===== src/rtl/srrip_pkg.sv =====
package srrip_pkg;

    localparam int MODE_W    = 2;
    localparam int SET_IN_W  = 11;
    localparam int WAY_IN_W  = 4;
    localparam int VICTIM_W  = 4;

    localparam logic [MODE_W-1:0] MODE_VICTIM = 2'd0;
    localparam logic [MODE_W-1:0] MODE_HIT    = 2'd1;
    localparam logic [MODE_W-1:0] MODE_FILL   = 2'd2;
    localparam logic [MODE_W-1:0] MODE_NONE   = 2'd3;

    // Control that travels with a word from the address stage to the update stage.
    typedef struct packed {
        logic [MODE_W-1:0] mode;
        logic              way_ok;
    } upd_ctl_t;

endpackage


===== src/rtl/srrip_row_update.sv =====
module srrip_row_update #(
    parameter int NUM_WAYS = 16,
    parameter int MAX_PRED = 7,
    parameter int PRED_W   = 3,
    parameter int WAY_W    = 4
) (
    input  logic [NUM_WAYS*PRED_W-1:0] row_in,
    input  srrip_pkg::upd_ctl_t        ctl,
    input  logic [WAY_W-1:0]           way,
    output logic [NUM_WAYS*PRED_W-1:0] row_out,
    output logic                       wr_en,
    output logic [WAY_W-1:0]           victim
);

    import srrip_pkg::*;

    localparam int LEAF = 1 << WAY_W;

    logic [PRED_W-1:0] node [2*LEAF];
    logic [PRED_W-1:0] top;
    logic [PRED_W-1:0] lift;

    // Row maximum through a balanced tree of compares.
    always_comb
    begin
        for (int i = 0; i < LEAF; i++)
        begin
            node[LEAF+i] = '0;
        end
        for (int i = 0; i < NUM_WAYS; i++)
        begin
            node[LEAF+i] = row_in[i*PRED_W +: PRED_W];
        end
        node[0] = '0;
        for (int i = LEAF - 1; i >= 1; i--)
        begin
            node[i] = (node[2*i] > node[2*i+1]) ? node[2*i] : node[2*i+1];
        end
    end

    assign top  = node[1];
    assign lift = PRED_W'(MAX_PRED) - top;

    always_comb
    begin
        victim  = '0;
        row_out = row_in;
        wr_en   = 1'b0;
        unique case (ctl.mode)
            MODE_VICTIM:
            begin
                // Aging lifts every way equally, so the first way at the
                // row maximum is the first way at the top after aging.
                for (int w = NUM_WAYS - 1; w >= 0; w--)
                begin
                    if (row_in[w*PRED_W +: PRED_W] == top)
                    begin
                        victim = WAY_W'(w);
                    end
                end
                for (int w = 0; w < NUM_WAYS; w++)
                begin
                    row_out[w*PRED_W +: PRED_W] = row_in[w*PRED_W +: PRED_W] + lift;
                end
                wr_en = (top != PRED_W'(MAX_PRED));
            end
            MODE_HIT:
            begin
                row_out[way*PRED_W +: PRED_W] = '0;
                wr_en = ctl.way_ok;
            end
            MODE_FILL:
            begin
                row_out[way*PRED_W +: PRED_W] = PRED_W'(MAX_PRED - 1);
                wr_en = ctl.way_ok;
            end
            MODE_NONE:
            begin
                wr_en = 1'b0;
            end
            default:
            begin
                wr_en = 1'b0;
            end
        endcase
    end

endmodule


===== config.mk =====
export PLATFORM = sky130hd
export DESIGN_NAME = srrip_row_update
export DESIGN_NICKNAME = d
export VERILOG_FILES = /design/src/rtl/srrip_pkg.sv /design/src/rtl/srrip_row_update.sv
export SDC_FILE = /design/constraint.sdc
export NUM_CORES = 1
export LEC_CHECK = 0
export ABC_CLOCK_PERIOD_IN_PS = 12700
export BUFFER_PORTS_ARGS = -buffer_cell sky130_fd_sc_hd__buf_2
export CAP_MARGIN = 15
export CORE_UTILIZATION = 50
export DETAILED_ROUTE_END_ITERATION = 8
export GPL_ROUTABILITY_DRIVEN = 0
export PLACE_DENSITY = 0.84
export RECOVER_POWER = 25
export REMOVE_ABC_BUFFERS = 1
export SLEW_MARGIN = 20
export SYNTH_ARGS = -nofsm -noshare
export SYNTH_HDL_FRONTEND = slang
export SYNTH_SLANG_ARGS = --single-unit

===== constraint.sdc =====
create_clock -name vclk -period 12.7
set_input_delay 1.905 -clock vclk [all_inputs]
set_output_delay 1.905 -clock vclk [all_outputs]
set_load 0.01 [all_outputs]

==> key figures <==
Final layout
  • Nets: approximately 870
  • Register Area: 0 µm²
  • Final-layout clock buffer total: 0
  • Most common cell after layout, fill and taps aside: buf_2
  • N_diodes: 0
  • Final instance count without filler cells: a little over 800
  • Share of post-route cells with drive strength above 1: 0.170
  • Most frequent cells in the layout: 97 x buf_2, 92 x ha_1, 65 x nor2_1, 53 x inv_1, 49 x nand2_1
  • FFs & Latches: 0
  • Area Overhead vs Synth: 13.4%

Floorplanning
  • Die Ht: between 90 and 100 µm
  • # IOs: 108
  • Number of cell rows: 34
  • Die Width: roughly 97 µm
  • Starting Density: 0.517
  • Core area: between 8000 and 9000 µm²
  • Die ar.: 9400 µm²

Global routing
  • All-Layer GR Usage: 0.295
  • Met2 Resource Use GR: 0.535
  • Pin count of the biggest net entering global routing: 39
  • GRT busiest layer: met2
  • Vias in the first global route: a little over 5000
  • Met3 GRT Util: 0.0303
  • First-pass GRT wire length: 23.2 mm
  • Initial antenna violation count: 0
  • Grt ovf: 0
  • M1 GR Usage: 0.364

Place
  • I/O Buffers: ~110
  • Hpwl dp: between 10 and 15 mm
  • Placed Cells: around 810

Route
  • Final ANT Viol Nets: 0
  • Pre-antenna DRT Iters: 5
  • DRC: 0
  • Via Count: between 5000 and 6000
  • Drt wl/cell: approximately 17 µm
  • Initial DRC Count: 318
  • Drt via density: between 6 and 7
  • Wirelength, routed: 14.2 mm

Timing
  • Fin crit period: 11.72 ns
  • Max-slew violation count: 0
  • Crit share post-route: 0.923
  • Fmax: approximately 0.085 GHz
  • Final setup violating endpoints: 0
  • Worst-Margin Slew: between 1 and 1.5 ns
  • Final Hold Viols: 0
  • Rel. slew slack: 0.257
  • TNS Setup: 0 ns
  • RSZ-0062 raised after global routing: false

Synthesis
  • Mapped Cells: 612
  • Yosys warns: 0
  • Synth cell types: 63
  • Syn Std Cell Area: 4510 µm²
  • Synthesized area per cell: between 7 and 8 µm²
  • Post-synthesis sequential area ratio: 0

Worst setup path
  • Crit Path Category: input pin to primary output
  • Crit. Startpoint: row_in[40]
  • Crit path top cell by count: ha_1
  • CP Max Fanout: 24
  • Startpoint Class: input pin
  • Critical-path cell with the highest stage delay: mux2_1
  • Critical Path Sink Type: primary output
  • CP arrival: 9.81 ns
  • Critical Path RT: around 11 ns
  • Slowest stage delay, CP: a little under 1 ns

Outcome
  • Outcome: completed

CTS
  • Setup bufs post-CTS: 0
  • Post-CTS Hold Fix Bufs: 0
  • CTS resizes: 0

Hold path
  • Min-delay src: ctl[0]
  • Worst Hold Class: input pin to primary output

Run
  • Max Cap Viol: 0
==> per-stage QoR <==
stage	instance area, µm²	setup slack, ns	utilization	hold WS [ns]
final	5110	0.983	0.586	4.15
after CTS	5130	1.37	0.588	4.15
after global routing	5110	0.609	0.586	4.18
after floorplan	4430	2.46	-	3.96
after global placement	5130	1.83	0.588	4.14
after detailed placement	5130	1.38	0.588	4.14
==> layer usage <==
metal	wire length, µm	vias up	part of all wire
met2	6840	276	0.48
met3	1310	36	0.092
met5	0	-	0
met4	367	0	0.026
met1	5650	2380	0.40
li1	-	2409	-
==> worst paths after layout <==
path | end | slack (ns) | cells after the start
hold / removal | wr_en | 4.15 | 4
setup / recovery | victim[3] | 0.98 | 32
==> cell families after synthesis <==
group	after synthesis	synth area share
compound gates	167	0.249
xor+xnor	33	0.0641
fa+ha+maj	108	0.326
buf+inv	70	0.0624
mux	44	0.101
simple gates	190	0.197
==> cell type report <==
cell class	count	area, µm²
Tap cell	108	135
Timing Repair Buffer	111	549
Inverter	53	199
Multi-Input combinational cell	542	4230
Fill cell	804	3610
==> synth_stat cells, types with 3 or more instances <==
library cell / n / area share
ha_1: 92 / 0.26
nor2_1: 66 / 0.055
inv_1: 53 / 0.044
nand2_1: 49 / 0.041
a21oi_1: 39 / 0.043
mux2i_1: 37 / 0.082
o21ai_0: 29 / 0.032
a31oi_1: 20 / 0.028
xnor2_1: 20 / 0.039
o22ai_1: 18 / 0.025
fa_1: 16 / 0.071
nand3_1: 16 / 0.018
xor2_1: 13 / 0.025
a22o_1: 11 / 0.021
clkbuf_1: 11 / 0.0092
nor2b_1: 11 / 0.015
and3_1: 8 / 0.011
nor3_1: 7 / 0.0078
and2_1: 6 / 0.0083
or2_2: 6 / 0.0083
a211oi_1: 5 / 0.0083
mux2_2: 5 / 0.012
nand2b_1: 5 / 0.0069
o211ai_1: 5 / 0.0083
a21o_1: 4 / 0.0067
a32o_1: 4 / 0.0089
nand3b_1: 4 / 0.0067
a211o_1: 3 / 0.0058
a21boi_0: 3 / 0.0050
a221oi_1: 3 / 0.0058
nor4_1: 3 / 0.0042
o221a_2: 3 / 0.0075
or2_1: 3 / 0.0042
==> worst max-delay path, delay by kind of cell <==
family,cells,cell delay [ns]
muxes,5,2.16
adders and majority gates,5,1.58
buffers and inverters,6,0.65
AOI/OAI and AO/OA,7,1.76
and+or+nand+nor,9,1.74
Power is not shown: default switching activity piles up to over one toggle a cycle in this logic, so the estimate is an artifact.
